===== src/rtl/cbf_pkg.sv =====
// cbf_pkg: shared types, constants and weight functions of the bezier flattener
// used by every module of the block, depends on nothing
`default_nettype none

package cbf_pkg;

  localparam int STEPS     = 32;
  localparam int STEP_W    = $clog2(STEPS);
  localparam int COORD_W   = 32;
  localparam int TOL_W     = 16;
  localparam int WGT_W     = 16;
  localparam int PROD_W    = 48;
  localparam int FRAC_SH   = $clog2(STEPS * STEPS * STEPS);
  localparam int QDEPTH    = 2;
  localparam int QCNT_W    = $clog2(QDEPTH + 1);
  localparam int ADDR_W    = 3;
  localparam int DATA_W    = 32;

  localparam logic [STEP_W-1:0] LAST_STEP = STEP_W'(STEPS - 1);
  localparam logic [PROD_W-1:0] ROUND_HALF = PROD_W'((STEPS * STEPS * STEPS) / 2);
  localparam logic [TOL_W-1:0]  TOL_RESET = TOL_W'(1);
  localparam logic              TOL_REG_IDX = 1'b0;

  typedef struct packed {
    logic signed [COORD_W-1:0] start_x;
    logic signed [COORD_W-1:0] start_y;
    logic signed [COORD_W-1:0] out_handle_x;
    logic signed [COORD_W-1:0] out_handle_y;
    logic signed [COORD_W-1:0] in_handle_x;
    logic signed [COORD_W-1:0] in_handle_y;
    logic signed [COORD_W-1:0] end_x;
    logic signed [COORD_W-1:0] end_y;
    logic                      append_end;
  } item_t;

  typedef struct packed {
    logic signed [COORD_W-1:0] point_x;
    logic signed [COORD_W-1:0] point_y;
    logic                      last;
  } result_t;

  typedef struct packed {
    item_t seg;
    logic  linear;
  } entry_t;

  typedef enum logic [1:0] {
    ST_IDLE,
    ST_CURVE,
    ST_END
  } state_t;

  typedef enum logic [1:0] {
    PT_CURVE,
    PT_START,
    PT_END
  } point_sel_t;

  typedef struct packed {
    logic              valid;
    point_sel_t        sel;
    logic [STEP_W-1:0] k;
    logic              last;
  } cmd_t;

  typedef struct packed {
    logic [WGT_W-1:0] w0;
    logic [WGT_W-1:0] w1;
    logic [WGT_W-1:0] w2;
    logic [WGT_W-1:0] w3;
  } weights_t;

  // bernstein weights scaled by STEPS cubed
  function automatic weights_t bez_weights(logic [STEP_W-1:0] k);
    int       j;
    int       r;
    weights_t w;
    j = int'(k);
    r = STEPS - j;
    w.w0 = WGT_W'(r * r * r);
    w.w1 = WGT_W'(3 * r * r * j);
    w.w2 = WGT_W'(3 * r * j * j);
    w.w3 = WGT_W'(j * j * j);
    return w;
  endfunction

  function automatic logic signed [PROD_W-1:0] wmul(logic signed [COORD_W-1:0] c,
                                                   logic [WGT_W-1:0] w);
    logic signed [PROD_W-1:0] ce;
    logic signed [PROD_W-1:0] we;
    ce = PROD_W'(c);
    we = PROD_W'($signed({1'b0, w}));
    return ce * we;
  endfunction

  function automatic logic near_eq(logic signed [COORD_W-1:0] a,
                                   logic signed [COORD_W-1:0] b,
                                   logic [TOL_W-1:0] tol);
    logic signed [COORD_W:0] d;
    logic [COORD_W:0]        mag;
    d   = (COORD_W+1)'(a) - (COORD_W+1)'(b);
    mag = d[COORD_W] ? (COORD_W+1)'(-d) : (COORD_W+1)'(d);
    return mag < (COORD_W+1)'(tol);
  endfunction

endpackage

`default_nettype wire


===== src/rtl/cbf_front.sv =====
// cbf_front: accepts segments and classifies them as linear or curved
// depends on cbf_pkg
`default_nettype none

module cbf_front
  import cbf_pkg::*;
(
  input  wire logic             seg_valid,
  output logic                  seg_ready,
  input  wire item_t            seg,
  input  wire logic [TOL_W-1:0] tol,
  input  wire logic             q_full,
  output logic                  push,
  output entry_t                push_entry
);

  logic start_on;
  logic end_on;

  assign start_on = near_eq(seg.start_x, seg.out_handle_x, tol)
                  && near_eq(seg.start_y, seg.out_handle_y, tol);
  assign end_on   = near_eq(seg.in_handle_x, seg.end_x, tol)
                  && near_eq(seg.in_handle_y, seg.end_y, tol);

  assign seg_ready         = !q_full;
  assign push              = seg_valid && !q_full;
  assign push_entry.seg    = seg;
  assign push_entry.linear = start_on && end_on;

endmodule

`default_nettype wire


===== config.mk =====
export PLATFORM = sky130hd
export DESIGN_NAME = cbf_front
export DESIGN_NICKNAME = d
export VERILOG_FILES = /design/src/rtl/cbf_pkg.sv /design/src/rtl/cbf_front.sv
export SDC_FILE = /design/constraint.sdc
export NUM_CORES = 1
export LEC_CHECK = 0
export BUFFER_PORTS_ARGS = -buffer_cell sky130_fd_sc_hd__buf_2
export CAP_MARGIN = 40
export CORE_UTILIZATION = 35
export DETAILED_ROUTE_END_ITERATION = 7
export PLACE_DENSITY = 0.64
export SLEW_MARGIN = 30
export SYNTH_ARGS = -nofsm -noshare
export SYNTH_HDL_FRONTEND = slang
export SYNTH_SLANG_ARGS = --single-unit
export TNS_END_PERCENT = 30

===== constraint.sdc =====
create_clock -name vclk -period 7.4
set_input_delay 0.37 -clock vclk [all_inputs]
set_output_delay 0.37 -clock vclk [all_outputs]
set_load 0.03 [all_outputs]

==> reports/metrics.yaml <==
ys_warn_count: 0
tightest_slew_ns: 0.881
clkbuf_count: 0
met3_usage_pct: 1.19
place_inst: 3081
drive_gt1_share_pct: 24.0
end_kind: "primary output"
synthAdderAreaFrac_pct: 16.3
die_y_um: 210
coreArea_mm2: 0.0424
globalRouteMet1Util_pct: 30.4
startpoint_type: "input port"
fp.dieW_um: 210
ir_drop_mv: 0.0454
layout.area.seq_um2: 0
critPathMaxFanout: 7
grt_overflow: 0
drt-pass1-iter-count: 5
postCtsSetupBuffers: 0
gp_congestion: 0.924
hold_buffers: 0
muxShareOfSynthArea_pct: 1.09
rsz0062_at_grt: "false"
synth_top_family_by_area: "compound AO/OA/AOI/OAI gates"
final_net_count: 2979
hold_viol: 0
synth.distinct_cells: 98
portBuffers: 533
vias: 17006
synth_nets: 2764
period_minus_slack_ns: 7.01
num-fill-cells: 4690
antenna_left: 0
drc: 0
layout_common_cells: "534 x buf_2, 199 x nand2_1, 192 x ha_1"
setup_viol: 0
grt_antenna_before_repair: 2
routed_wl_um: 53500
drv_slew: 0
layout_commonest_cell: "buf_2"
seq_cells: 0
syn_avg_cell_area_um2: 6.63
grt_pass1_vias: 15778
cp.arrival_ns: 6.64
syn_area_mm2: 0.0152
top_usage_layer: "met2"
grt_pass1_wl_um: 82800
maxSlewHeadroom_pct: 40.9
hpwlAfterDp_um: 47300
max_freq_mhz: 143
fin_tns_setup_ns: 0
syn2layout_area_growth_pct: 8.41
synth_compound_area_share_pct: 29.2
path_class: "in2out"
viasPerCell: 5.51
power_density_mw_per_mm2: 118
grt_max_degree: 21
synthCells: 2293
synth_xor_xnor_area_share_pct: 8.99
stdcell_count: 3086
required_ns: 7.03
row_count: 75
min_path_type: "in2out"
ctsResizeCount: 0
synth_simple_gate_area_share_pct: 25.0
use_met2_pct: 39.9
grt_util_all_layers_pct: 22.7
yosysSeqAreaShare_pct: 0
max-cap-violations: 0
dieArea_mm2: 0.0443
drt-initial-drc-count: 1112
p_leak_nw: 8.06
status: "finished clean"
fin_crit_sh_pct: 94.7
pin_count: 535
initial_core_util_pct: 35.8
wl_per_cell_um: 17.3
[metrics by stage]
stage	hold WS [ns]	util (%)	instance area (µm²)	setup WS (ns)	power (mW)
finish	0.740	38.9	16500	0.392	1.94
CTS	0.740	38.8	16400	0.193	1.93
floorplan	0.850	-	15200	0.710	1.47
detailed placement	0.740	38.8	16400	0.275	1.92
global placement	0.740	38.8	16400	0.462	1.89
global route	0.740	38.9	16500	0.0721	2.14
[critical path: stages]
cell	delay (ns)
buf_2	0.11
ha_1	0.21
fa_1	0.41
nand2b_1	0.19
a21oi_2	0.24
a31o_2	0.28
a221o_1	0.24
a21oi_1	0.13
nor4bb_2	0.45
or2_2	0.26
a21oi_1	0.07
xnor2_1	0.19
ha_1	0.27
a211oi_1	0.25
nor2_1	0.07
a2111oi_1	0.39
a2111oi_0	0.19
o2111ai_1	0.25
o41ai_1	0.12
nor4_1	0.29
o221a_2	0.24
nor4bb_1	0.21
o2111ai_1	0.17
nor3_2	0.27
nand4_1	0.13
nor4bb_2	0.37
clkbuf_4	0.28
[path summary, 6_finish.rpt]
| path | from | to | slack, ns | cells past startpoint |
|---|---|---|---|---|
| worst max-delay path | seg[129] | push_entry[0] | 0.39 | 27 |
| worst min-delay path | seg[0] | push_entry[1] | 0.74 | 0 |
[cell usage after synthesis, types with 34 or more instances]
master | count | area [µm²]
buf_4 | 259 | 1940
nand2_1 | 199 | 747
ha_1 | 192 | 2400
inv_1 | 186 | 698
a21oi_1 | 184 | 921
nor2_1 | 160 | 601
o21ai_0 | 133 | 666
xnor2_1 | 84 | 736
xor2_1 | 72 | 631
clkbuf_1 | 58 | 218
nor3_1 | 58 | 290
nand4_1 | 53 | 332
nand3_1 | 52 | 260
a21o_1 | 48 | 360
o211ai_1 | 34 | 255
[cells by family (layout without fill, tap and decap cells)]
family,Yosys count,in the layout
muxes,16,16
buffers and inverters,520,733
adders and majority gates,196,196
AOI/OAI and AO/OA,668,668
and+or+nand+nor,737,737
xor gates and xnor gates,156,156
other,0,3
[where the power goes]
group          switching [mW]  leakage, nW  internal (mW)    total [mW]
Clock                       0    0.0000190   0.0000000544  0.0000000544
Sequential                  0            0              0             0
Combinational            1.23         8.06          0.713          1.94
[per-layer routing]
metal,share of wire [%],up-vias
li1,-,8499
met1,46,7905
met2,47,552
met3,4.5,50
met4,1.9,0
met5,0,-
[area by class of cell]
class | count | area [µm²] | area share (%)
antenna | 3 | 7.51 | 0.0455
timing repair buffer | 547 | 2770 | 16.8
inverter | 186 | 698 | 4.24
multi-input combinational | 1773 | 12300 | 74.5
tap | 577 | 722 | 4.38
(Power assumes the default switching activity.)
