<file path="config.mk">
export PLATFORM = sky130hd
export DESIGN_NAME = cbf_seq
export DESIGN_NICKNAME = d
export VERILOG_FILES = /design/src/rtl/cbf_pkg.sv /design/src/rtl/cbf_seq.sv
export SDC_FILE = /design/constraint.sdc
export NUM_CORES = 1
export LEC_CHECK = 0
export ABC_CLOCK_PERIOD_IN_PS = 2900
export BUFFER_PORTS_ARGS = -buffer_cell sky130_fd_sc_hd__buf_4
export CELL_PAD_IN_SITES_DETAIL_PLACEMENT = 1
export CELL_PAD_IN_SITES_GLOBAL_PLACEMENT = 2
export CORE_AREA = 2 2 107 109
export DETAILED_ROUTE_END_ITERATION = 7
export DIE_AREA = 0 0 109 111
export GPL_TIMING_DRIVEN = 0
export PLACE_DENSITY_LB_ADDON = 0.1
export SYNTH_ARGS = -nofsm -noshare
export SYNTH_HDL_FRONTEND = slang
export SYNTH_SLANG_ARGS = --single-unit
</file>
<file path="constraint.sdc">
create_clock -name clk -period 2.9 [get_ports clk]
set_input_delay 0.145 -clock clk [delete_from_list [all_inputs] [get_ports clk]]
set_output_delay 0.145 -clock clk [all_outputs]
set_load 0.005 [all_outputs]
</file>
<file path="src/rtl/cbf_pkg.sv">
// cbf_pkg: shared types, constants and weight functions of the bezier flattener
// used by every module of the block, depends on nothing
`default_nettype none

package cbf_pkg;

  localparam int STEPS     = 32;
  localparam int STEP_W    = $clog2(STEPS);
  localparam int COORD_W   = 32;
  localparam int TOL_W     = 16;
  localparam int WGT_W     = 16;
  localparam int PROD_W    = 48;
  localparam int FRAC_SH   = $clog2(STEPS * STEPS * STEPS);
  localparam int QDEPTH    = 2;
  localparam int QCNT_W    = $clog2(QDEPTH + 1);
  localparam int ADDR_W    = 3;
  localparam int DATA_W    = 32;

  localparam logic [STEP_W-1:0] LAST_STEP = STEP_W'(STEPS - 1);
  localparam logic [PROD_W-1:0] ROUND_HALF = PROD_W'((STEPS * STEPS * STEPS) / 2);
  localparam logic [TOL_W-1:0]  TOL_RESET = TOL_W'(1);
  localparam logic              TOL_REG_IDX = 1'b0;

  typedef struct packed {
    logic signed [COORD_W-1:0] start_x;
    logic signed [COORD_W-1:0] start_y;
    logic signed [COORD_W-1:0] out_handle_x;
    logic signed [COORD_W-1:0] out_handle_y;
    logic signed [COORD_W-1:0] in_handle_x;
    logic signed [COORD_W-1:0] in_handle_y;
    logic signed [COORD_W-1:0] end_x;
    logic signed [COORD_W-1:0] end_y;
    logic                      append_end;
  } item_t;

  typedef struct packed {
    logic signed [COORD_W-1:0] point_x;
    logic signed [COORD_W-1:0] point_y;
    logic                      last;
  } result_t;

  typedef struct packed {
    item_t seg;
    logic  linear;
  } entry_t;

  typedef enum logic [1:0] {
    ST_IDLE,
    ST_CURVE,
    ST_END
  } state_t;

  typedef enum logic [1:0] {
    PT_CURVE,
    PT_START,
    PT_END
  } point_sel_t;

  typedef struct packed {
    logic              valid;
    point_sel_t        sel;
    logic [STEP_W-1:0] k;
    logic              last;
  } cmd_t;

  typedef struct packed {
    logic [WGT_W-1:0] w0;
    logic [WGT_W-1:0] w1;
    logic [WGT_W-1:0] w2;
    logic [WGT_W-1:0] w3;
  } weights_t;

  // bernstein weights scaled by STEPS cubed
  function automatic weights_t bez_weights(logic [STEP_W-1:0] k);
    int       j;
    int       r;
    weights_t w;
    j = int'(k);
    r = STEPS - j;
    w.w0 = WGT_W'(r * r * r);
    w.w1 = WGT_W'(3 * r * r * j);
    w.w2 = WGT_W'(3 * r * j * j);
    w.w3 = WGT_W'(j * j * j);
    return w;
  endfunction

  function automatic logic signed [PROD_W-1:0] wmul(logic signed [COORD_W-1:0] c,
                                                   logic [WGT_W-1:0] w);
    logic signed [PROD_W-1:0] ce;
    logic signed [PROD_W-1:0] we;
    ce = PROD_W'(c);
    we = PROD_W'($signed({1'b0, w}));
    return ce * we;
  endfunction

  function automatic logic near_eq(logic signed [COORD_W-1:0] a,
                                   logic signed [COORD_W-1:0] b,
                                   logic [TOL_W-1:0] tol);
    logic signed [COORD_W:0] d;
    logic [COORD_W:0]        mag;
    d   = (COORD_W+1)'(a) - (COORD_W+1)'(b);
    mag = d[COORD_W] ? (COORD_W+1)'(-d) : (COORD_W+1)'(d);
    return mag < (COORD_W+1)'(tol);
  endfunction

endpackage

`default_nettype wire

</file>
<file path="src/rtl/cbf_seq.sv">
// cbf_seq: back-end sequencer, walks the queue head and issues point commands
// depends on cbf_pkg
`default_nettype none

module cbf_seq
  import cbf_pkg::*;
(
  input  wire logic   clk,
  input  wire logic   rst,
  input  wire logic   head_valid,
  input  wire entry_t head,
  input  wire logic   adv,
  output cmd_t        cmd,
  output logic        pop
);

  state_t            state;
  state_t            state_next;
  logic [STEP_W-1:0] step;
  logic [STEP_W-1:0] step_next;

  always_ff @(posedge clk) begin
    if (rst) begin
      state <= ST_IDLE;
      step  <= '0;
    end else begin
      state <= state_next;
      step  <= step_next;
    end
  end

  always_comb begin
    state_next = state;
    step_next  = step;
    case (state)
      ST_IDLE: begin
        if (adv && head_valid) begin
          if (head.linear) begin
            if (head.seg.append_end) begin
              state_next = ST_END;
            end
          end else begin
            state_next = ST_CURVE;
            step_next  = STEP_W'(1);
          end
        end
      end
      ST_CURVE: begin
        if (adv) begin
          if (step == LAST_STEP) begin
            step_next  = '0;
            state_next = head.seg.append_end ? ST_END : ST_IDLE;
          end else begin
            step_next = STEP_W'(step + 1'b1);
          end
        end
      end
      ST_END: begin
        if (adv) begin
          state_next = ST_IDLE;
        end
      end
      default: begin
        state_next = ST_IDLE;
        step_next  = '0;
      end
    endcase
  end

  always_comb begin
    cmd.valid = 1'b0;
    cmd.sel   = PT_CURVE;
    cmd.k     = '0;
    cmd.last  = 1'b0;
    pop       = 1'b0;
    case (state)
      ST_IDLE: begin
        cmd.valid = head_valid;
        cmd.sel   = head.linear ? PT_START : PT_CURVE;
        cmd.last  = head.linear && !head.seg.append_end;
        pop       = adv && head_valid && head.linear && !head.seg.append_end;
      end
      ST_CURVE: begin
        cmd.valid = 1'b1;
        cmd.k     = step;
        cmd.last  = (step == LAST_STEP) && !head.seg.append_end;
        pop       = adv && (step == LAST_STEP) && !head.seg.append_end;
      end
      ST_END: begin
        cmd.valid = 1'b1;
        cmd.sel   = PT_END;
        cmd.last  = 1'b1;
        pop       = adv;
      end
      default: begin
        cmd.valid = 1'b0;
      end
    endcase
  end

  a_curve_has_head: assert property (@(posedge clk) disable iff (rst)
    state == ST_CURVE || state == ST_END |-> head_valid)
    else $error("sequencer running without a queued segment");

  a_end_needs_append: assert property (@(posedge clk) disable iff (rst)
    state == ST_END |-> head.seg.append_end)
    else $error("end point issued for a closed segment");

  a_pop_on_last: assert property (@(posedge clk) disable iff (rst)
    pop |-> cmd.valid && cmd.last && adv)
    else $error("segment retired before its last point");

  a_curve_not_linear: assert property (@(posedge clk) disable iff (rst)
    state == ST_CURVE |-> !head.linear)
    else $error("linear segment expanded as a curve");

endmodule

`default_nettype wire

</file>
==> out/qor.yml <==
status: "finished clean"
setup_violations: 0
path_clk_slew_ns: 0.04
p_leak_nw: 0.360
crit_type: "reg -> out"
worstSetupStartpointType: "flop"
synth.avg_cell_area_um2: 7.89
holdWs_ns: 0.137
grt_start_max_net_pins: 11
cp_num_cells: 8
avgViaCountPerCell: 2.56
cts_resized: 0
path_buf_inv: 3
synth_ff_type: "dfxtp_1"
port_buffers: 15
wl_per_cell_um: 9.57
cts_buffers: 3
clock_latency_ns: 0.23
synth_top_area_share_pct: 23.7
slew_headroom_pct: 62.4
h-tree-depth: 1
diodes: 0
num_rows: 39
gp_routability_congestion: 0.606
slew_viol_final: 0
cts_setup_buffers: 0
fin_tns_setup_ns: 0
finalHoldViolCount: 0
initial_utilization_pct: 5.34
fin_crit_ns: 2.30
grt_pass1_vias: 657
hold_depth: 2
grt_use_total_pct: 4.10
finalCritPeriodShare_pct: 79.3
slowest_delay_ns: 0.44
cap_viol_max_count: 0
min_path_type: "in -> reg"
die_y_um: 111
clk_path_buf_depth: 2
arrival_ns: 2.16
fin_nets: 364
wl_mm: 2.27
synth_nets: 344
die_width_um: 109
grt_overflow: 0
synth_area_leaders: "dfxtp_1 (24%), ha_1 (15%), and2_1 (8.5%)"
yosysTopAreaCell: "dfxtp_1"
stdcell_count: 237
worstPathRequired_ns: 2.76
syn_inst: 75
synth.distinct_cells: 32
ff2ff_path_depth: 6
path_delay_family: "buffers and inverters"
tightest_slew_ns: 0.562
post-place-cells: 233
peakVddDrop_mv: 0.142
route.detailed.drc: 0
num_io_pins: 272
area_growth_pct: 62.6
max_freq_ghz: 0.435
ant_nets: 0
post-route-util_pct: 8.69
netlist_area_um2: 592
slowest_stage: "dfxtp_1"
cp_max_fo: 10
core_um2: 11100
worstPathCellList: "inv_1 -> ha_1 -> clkbuf_1 -> nand4b_1 -> a21oi_1 -> nor2_1 -> nor3b_1 -> buf_4"
hpwlAfterDp_mm: 1.88
fin_skew_ns: 0.00309
cts_tree: "built"
firstDrtPassIters: 4
grt_pass1_wl_mm: 3.66
layout-drive-gt1-share_pct: 21.3
dieArea_um2: 12100
synth_warnings: 0
synth-seq-cells: 7
routed-via-count: 607
cts_root_buf: "clkbuf_16"
endpoint_kind: "output pin"
finalPower_uw: 441
power_density_nw_per_um2: 459
rrSetupSlack_ns: 0.93
ys_async_sr_fraction_pct: 0
drt_iter0_drc: 5
rsz0062_at_grt: "false"
hold_buffers: 0
synth_edf_count: 0
ys_seq_area_share_pct: 23.7
antenna_found_initial: 0
numClockSinks: 7
==> registers in the layout, summed over array words and instances (netlist names) <==
name / flops
state: 2
step: 5
==> cell type report <==
cell class	count	area (µm²)
fillers	1306	10100
multi-input cells	62	429
well taps	143	179
flip-flops and latches	7	140
repair buffers	15	113
clock buffers	4	78.8
inverters	4	15.0
plain buffers	2	7.51
==> worst register-to-register path, stage by stage, from the launching register on <==
cell and delay, ns:
dfxtp_1 0.44, inv_1 0.11, ha_1 0.28, or2_1 0.29, a31oi_1 0.44, mux2i_1 0.25, nor2_1 0.05
==> worst paths after layout <==
| kind | start | end |
|---|---|---|
| worst max-delay path | state[1]$_SDFFE_PP0P_ | pop |
| worst min-delay path | rst | state[1]$_SDFFE_PP0P_ |
| worst max register to register | state[1]$_SDFFE_PP0P_ | step[1]$_SDFFE_PP0P_ |
| worst min register to register | step[3]$_SDFFE_PP0P_ | step[3]$_SDFFE_PP0P_ |
==> cell usage in the layout (no fill, tap or decap), drive strengths merged, types with 2 or more instances in the layout <==
master	netlist	final
buf	0	15
nor2	8	8
and2	8	8
ha	7	7
dfxtp	7	7
a21oi	6	6
clkbuf	2	6
inv	4	4
o21ai	4	4
nand2b	3	3
nand2	2	2
a21boi	2	2
mux2i	2	2
or2	2	2
==> where the power goes <==
part	internal, mW	switching (mW)
combinational	0.0411	0.0504
clock	0.184	0.0588
sequential	0.101	0.00611
total	0.326	0.115
==> logic make-up (layout without fill, tap and decap cells) <==
kind of cell / count (synthesis) / count (layout) / synth area share, %
buffers and inverters: 6 / 25 / 3.81
multiplexers: 2 / 2 / 3.38
XOR/XNOR: 1 / 1 / 1.48
AO/OA/AOI/OAI: 20 / 20 / 22.0
flip-flops: 7 / 7 / 23.7
AND/OR/NAND/NOR: 32 / 32 / 30.9
adder cells (fa/ha/maj): 7 / 7 / 14.8
==> per-stage QoR <==
step / worst slack, ns / instance area, µm²
2_1_floorplan: 1.26 / 592
3_3_place_gp: 0.742 / 883
3_5_place_dp: 0.774 / 883
4_1_cts: 0.502 / 962
5_1_grt: 0.333 / 962
6_report: 0.600 / 962
==> metal layers <==
metal	vias to the layer above	GRT usage [%]	part of all wire [%]
met5	-	0	0
met4	0	1.03	0.75
met3	2	2.06	7.6
met2	21	5.88	42
met1	282	5.41	49
li1	302	-	-
==> cell usage after synthesis (all sizes together) (2+ instances only) <==
library cell and n:
a21boi 2, clkbuf 2, mux2i 2, a21oi 6, nand2 2, inv 4
ha 7, and2 8, dfxtp 7, o21ai 4, or2 2, nand2b 3
nor2 8
(Power assumes the default switching activity.)
