File: src/rtl/cbf_pkg.sv
// cbf_pkg: shared types, constants and weight functions of the bezier flattener
// used by every module of the block, depends on nothing
`default_nettype none

package cbf_pkg;

  localparam int STEPS     = 32;
  localparam int STEP_W    = $clog2(STEPS);
  localparam int COORD_W   = 32;
  localparam int TOL_W     = 16;
  localparam int WGT_W     = 16;
  localparam int PROD_W    = 48;
  localparam int FRAC_SH   = $clog2(STEPS * STEPS * STEPS);
  localparam int QDEPTH    = 2;
  localparam int QCNT_W    = $clog2(QDEPTH + 1);
  localparam int ADDR_W    = 3;
  localparam int DATA_W    = 32;

  localparam logic [STEP_W-1:0] LAST_STEP = STEP_W'(STEPS - 1);
  localparam logic [PROD_W-1:0] ROUND_HALF = PROD_W'((STEPS * STEPS * STEPS) / 2);
  localparam logic [TOL_W-1:0]  TOL_RESET = TOL_W'(1);
  localparam logic              TOL_REG_IDX = 1'b0;

  typedef struct packed {
    logic signed [COORD_W-1:0] start_x;
    logic signed [COORD_W-1:0] start_y;
    logic signed [COORD_W-1:0] out_handle_x;
    logic signed [COORD_W-1:0] out_handle_y;
    logic signed [COORD_W-1:0] in_handle_x;
    logic signed [COORD_W-1:0] in_handle_y;
    logic signed [COORD_W-1:0] end_x;
    logic signed [COORD_W-1:0] end_y;
    logic                      append_end;
  } item_t;

  typedef struct packed {
    logic signed [COORD_W-1:0] point_x;
    logic signed [COORD_W-1:0] point_y;
    logic                      last;
  } result_t;

  typedef struct packed {
    item_t seg;
    logic  linear;
  } entry_t;

  typedef enum logic [1:0] {
    ST_IDLE,
    ST_CURVE,
    ST_END
  } state_t;

  typedef enum logic [1:0] {
    PT_CURVE,
    PT_START,
    PT_END
  } point_sel_t;

  typedef struct packed {
    logic              valid;
    point_sel_t        sel;
    logic [STEP_W-1:0] k;
    logic              last;
  } cmd_t;

  typedef struct packed {
    logic [WGT_W-1:0] w0;
    logic [WGT_W-1:0] w1;
    logic [WGT_W-1:0] w2;
    logic [WGT_W-1:0] w3;
  } weights_t;

  // bernstein weights scaled by STEPS cubed
  function automatic weights_t bez_weights(logic [STEP_W-1:0] k);
    int       j;
    int       r;
    weights_t w;
    j = int'(k);
    r = STEPS - j;
    w.w0 = WGT_W'(r * r * r);
    w.w1 = WGT_W'(3 * r * r * j);
    w.w2 = WGT_W'(3 * r * j * j);
    w.w3 = WGT_W'(j * j * j);
    return w;
  endfunction

  function automatic logic signed [PROD_W-1:0] wmul(logic signed [COORD_W-1:0] c,
                                                   logic [WGT_W-1:0] w);
    logic signed [PROD_W-1:0] ce;
    logic signed [PROD_W-1:0] we;
    ce = PROD_W'(c);
    we = PROD_W'($signed({1'b0, w}));
    return ce * we;
  endfunction

  function automatic logic near_eq(logic signed [COORD_W-1:0] a,
                                   logic signed [COORD_W-1:0] b,
                                   logic [TOL_W-1:0] tol);
    logic signed [COORD_W:0] d;
    logic [COORD_W:0]        mag;
    d   = (COORD_W+1)'(a) - (COORD_W+1)'(b);
    mag = d[COORD_W] ? (COORD_W+1)'(-d) : (COORD_W+1)'(d);
    return mag < (COORD_W+1)'(tol);
  endfunction

endpackage

`default_nettype wire

File: src/rtl/cbf_queue.sv
// cbf_queue: short queue of classified segments between front and back
// depends on cbf_pkg
`default_nettype none

module cbf_queue
  import cbf_pkg::*;
(
  input  wire logic   clk,
  input  wire logic   rst,
  input  wire logic   push,
  input  wire entry_t push_entry,
  input  wire logic   pop,
  output logic        full,
  output logic        head_valid,
  output entry_t      head
);

  localparam int PTR_W = $clog2(QDEPTH);

  entry_t            slots [QDEPTH];
  logic [PTR_W-1:0]  wr_ptr;
  logic [PTR_W-1:0]  rd_ptr;
  logic [QCNT_W-1:0] count;

  assign full       = count == QCNT_W'(QDEPTH);
  assign head_valid = count != '0;
  assign head       = slots[rd_ptr];

  always_ff @(posedge clk) begin
    if (rst) begin
      wr_ptr <= '0;
      rd_ptr <= '0;
      count  <= '0;
    end else begin
      if (push) begin
        wr_ptr <= PTR_W'(wr_ptr + 1'b1);
      end
      if (pop) begin
        rd_ptr <= PTR_W'(rd_ptr + 1'b1);
      end
      if (push && !pop) begin
        count <= QCNT_W'(count + 1'b1);
      end else if (pop && !push) begin
        count <= QCNT_W'(count - 1'b1);
      end
    end
  end

  always_ff @(posedge clk) begin
    if (push) begin
      slots[wr_ptr] <= push_entry;
    end
  end

  a_no_pop_empty: assert property (@(posedge clk) disable iff (rst)
    pop |-> count != '0)
    else $error("queue popped while empty");

  a_no_push_full: assert property (@(posedge clk) disable iff (rst)
    push |-> count != QCNT_W'(QDEPTH))
    else $error("queue pushed while full");

  a_count_bound: assert property (@(posedge clk) disable iff (rst)
    push && !pop |=> count != '0)
    else $error("queue count lost an entry");

endmodule

`default_nettype wire

File: config.mk
export PLATFORM = sky130hd
export DESIGN_NAME = cbf_queue
export DESIGN_NICKNAME = d
export VERILOG_FILES = /design/src/rtl/cbf_pkg.sv /design/src/rtl/cbf_queue.sv
export SDC_FILE = /design/constraint.sdc
export NUM_CORES = 1
export LEC_CHECK = 0
export BUFFER_PORTS_ARGS = -buffer_cell sky130_fd_sc_hd__buf_4
export CAP_MARGIN = 30
export CORE_AREA = 2 2 202 204
export DETAILED_ROUTE_END_ITERATION = 12
export DIE_AREA = 0 0 204 206
export PLACE_DENSITY = 0.73
export SYNTH_ARGS = -nofsm -noshare
export SYNTH_HDL_FRONTEND = slang
export SYNTH_SLANG_ARGS = --single-unit
File: constraint.sdc
create_clock -name clk -period 21.8 [get_ports clk]
set_clock_uncertainty 0.15 [all_clocks]
set_input_delay 4.36 -clock clk [delete_from_list [all_inputs] [get_ports clk]]
set_output_delay 4.36 -clock clk [all_outputs]
set_load 0.01 [all_outputs]
==> impl_metrics.yaml <==
outcome:
  result_of_the_run: "finished, final reports clean"
synth:
  yosys_register_bits: 521
  xor_xnor_cell_area_share_of_the_yosys_netlist_pct: 0.178
  yosys-mux-area-fraction_pct: 18.6
  seq_area_frac_synth_pct: 79.3
  synth.avg_cell_area_um2: 23.9
  syn_inst: 825
  synth_simple_gate_area_share_pct: 0.235
  ys_warns: 0
  synth_top_family_by_area: "multiplexers"
  post_synth_fa_ha_maj_area_fraction_pct: 0.0636
  synth-compound-area-share_pct: 0.0509
  synth.lib_cells_used.distinct: 18
  net_count_after_synthesis: 1088
  synthesis.area_um2: 19700
floorplan:
  core.rowCount: 74
  design.die.area_um2: 42000
  die_width_um: 204
  floorplan.die.height_um: 206
  initial_core_util_pct: 49.0
  top_level_ports: 522
  floorplan.core_area_um2: 40200
cts:
  ctsLongestPathBuffers: 3
  tritoncts: "built"
  clock_tree.htree_level_count: 2
  cts_setup_buffers: 0
  clock_sink_count: 521
  clock-root-buffer: "sky130_fd_sc_hd__clkbuf_16"
  worstSkewPairLatency_ns: 0.57
  numCtsBuffers: 51
  cts.clk_slew.worst_paths_ns: 0.06
  cts_resized: 0
  hold_buffers: 0
worst_setup_path:
  reg2reg_from: "wr_ptr$_SDFFE_PP0P_"
  crit_path_max_fanout: 52
  r2r_slack_ns: 18.34
  ff2ff_path_depth: 3
  critical_path_class: "reg -> out"
  timing.critical_path.to: "head[24]"
  worst_setup_path_end_kind: "primary output"
  worstReg2RegEnd: "slots[1][128]$_DFFE_PP_"
  critPathArrivalTime_ns: 3.82
  cp.required_ns: 17.29
  crit_start_category: "flop"
hold_path:
  hold_path.class: "reg -> reg"
global_routing:
  grt_antenna_before_repair: 3
  grt_start_max_net_pins: 73
  gr-total-overflow: 0
  global_route.usage.total_pct: 18.9
  number_of_global_route_vias_before_repair: 9769
  global_route_wire_length_before_repair_um: 58600
timing:
  relative_slew_margins_pct: 33.7
  setup_viol: 0
  timing_hold_violations_final: 0
  worst_slack_ns: 13.47
  timing.hold.ws_ns: 0.367
  max_slew.worst_pin.slew_ns: 0.995
  clock.fmax_ghz: 0.120
  timing_max_transition_violations_final: 0
  post-route-period-util_pct: 38.2
  setup-tns-final_ns: 0
  rsz0062_at_grt: "no"
  min_period_ns: 8.33
pwr:
  design_power_total_w: 0.00235
  ir_drop_mv: 0.0733
  cellPowerDensity_nw_per_um2: 91.1
  leakagePower_nw: 10.1
routing:
  via_per_inst: 4.93
  routed_wl_um: 41300
  drc: 0
  drt-pass1-iter-count: 4
  postRouteAntennaNets: 0
  route.vias.total: 9659
  first_iter_violations: 499
  wl_per_cell_um: 21.1
finish:
  final_cell_mix: "sky130_fd_sc_hd__buf_4 (532), sky130_fd_sc_hd__edfxtp_1 (516), sky130_fd_sc_hd__mux2_4 (201), sky130_fd_sc_hd__mux2_2 (57), sky130_fd_sc_hd__clkbuf_16 (53)"
  most_common_cell_after_layout_fill_and_taps_aside: "sky130_fd_sc_hd__buf_4"
  nFillCells: 2789
  finish.net_count: 1649
  final_layout_size_suffix_gt1_share_pct: 61.0
  syn_to_final_growth_pct: 31.0
  finish.cell_count_without_fillers: 1959
placement:
  preCtsSetupSlack_ns: 14.06
  dp.final_hpwl_um: 28700
  place_inst: 1864
  io_buffer_count: 521
  globalplace.congestion: 0.774
flow_run:
  drv_cap: 0
layout make-up:
cell class | instances | area [um^2] | share of cell area (%)
flip-flops and latches | 521 | 15600 | 60.5
inverters | 1 | 3.75 | 0.0146
diodes | 3 | 7.51 | 0.0291
well taps | 532 | 666 | 2.58
clock inverters | 29 | 244 | 0.947
repair buffers | 537 | 4120 | 16.0
clock buffers | 62 | 1360 | 5.28
multi-input cells | 274 | 3770 | 14.6
critical path, cell delays in order, from the launching register on:
cell and delay [ns]:
sky130_fd_sc_hd__dfxtp_4 0.86, sky130_fd_sc_hd__buf_4 0.84, sky130_fd_sc_hd__buf_4 0.87, sky130_fd_sc_hd__mux2_4 0.37, sky130_fd_sc_hd__buf_4 0.15
sequential cells by signal, indices dropped and copies added, names as in the netlist, named ones only:
signal  cells
slots     516
count       2
rd_ptr      1
wr_ptr      1
cell families (layout without fill, tap and decap cells):
kind of cell               count (synthesis)  in the layout
other                                      0              3
AOI/OAI and AO/OA                          2              2
adders and majority gates                  1              1
DFF                                      521            521
xor gates and xnor gates                   4              4
and+or+nand+nor                            9              9
buffers and inverters                     30            629
muxes                                    258            258
worst min-delay path by stage:
stage                       endpoint  depth (start not counted)                  start
2_1_floorplan  count[1]$_SDFFE_PP0P_                          2  count[1]$_SDFFE_PP0P_
3_3_place_gp   count[1]$_SDFFE_PP0P_                          2  count[1]$_SDFFE_PP0P_
3_5_place_dp   count[1]$_SDFFE_PP0P_                          2  count[1]$_SDFFE_PP0P_
4_1_cts        count[1]$_SDFFE_PP0P_                          2  count[1]$_SDFFE_PP0P_
5_1_grt                         flop                          2    rd_ptr$_SDFFE_PP0P_
6_report       count[1]$_SDFFE_PP0P_                          2  count[1]$_SDFFE_PP0P_
metal layers:
metal  vias up  track usage [%]  share of wire (%)
met5         -                0                  0
met3        63             7.27                9.2
li1       4409                -                  -
met4         0             6.06                2.5
met1      4822             21.1                 36
met2       365             33.2                 53
through the flow:
step                      utilization, %  instance area (um^2)
after floorplan                        -                 19700
after global placement              59.8                 24000
after detailed placement            60.1                 24100
after CTS                           64.1                 25700
after global routing                64.1                 25800
final                               64.1                 25800
cell usage after synthesis:
cell                       count  share of area [%]
sky130_fd_sc_hd__a21oi_1       1              0.025
sky130_fd_sc_hd__and2_1        1              0.032
sky130_fd_sc_hd__buf_2         3              0.076
sky130_fd_sc_hd__buf_6        24                1.4
sky130_fd_sc_hd__buf_8         2               0.15
sky130_fd_sc_hd__dfxtp_1       5               0.51
sky130_fd_sc_hd__edfxtp_1    516                 79
sky130_fd_sc_hd__ha_1          1              0.064
sky130_fd_sc_hd__inv_1         1              0.019
sky130_fd_sc_hd__mux2_2       57                3.3
sky130_fd_sc_hd__mux2_4      201                 15
sky130_fd_sc_hd__nor2_1        4              0.076
sky130_fd_sc_hd__nor2b_1       2              0.064
sky130_fd_sc_hd__o21ai_0       1              0.025
sky130_fd_sc_hd__or2_2         1              0.032
sky130_fd_sc_hd__or3_1         1              0.032
sky130_fd_sc_hd__xnor2_1       2              0.089
sky130_fd_sc_hd__xor2_1        2              0.089
where the power goes:
group,total [W],switching [W],internal (W)
sequential,0.00119,0.0000180,0.00117
clock,0.000842,0.000352,0.000489
combinational,0.000317,0.000140,0.000177
total,0.00235,0.000510,0.00184
Power figures use the tool's default switching activity.
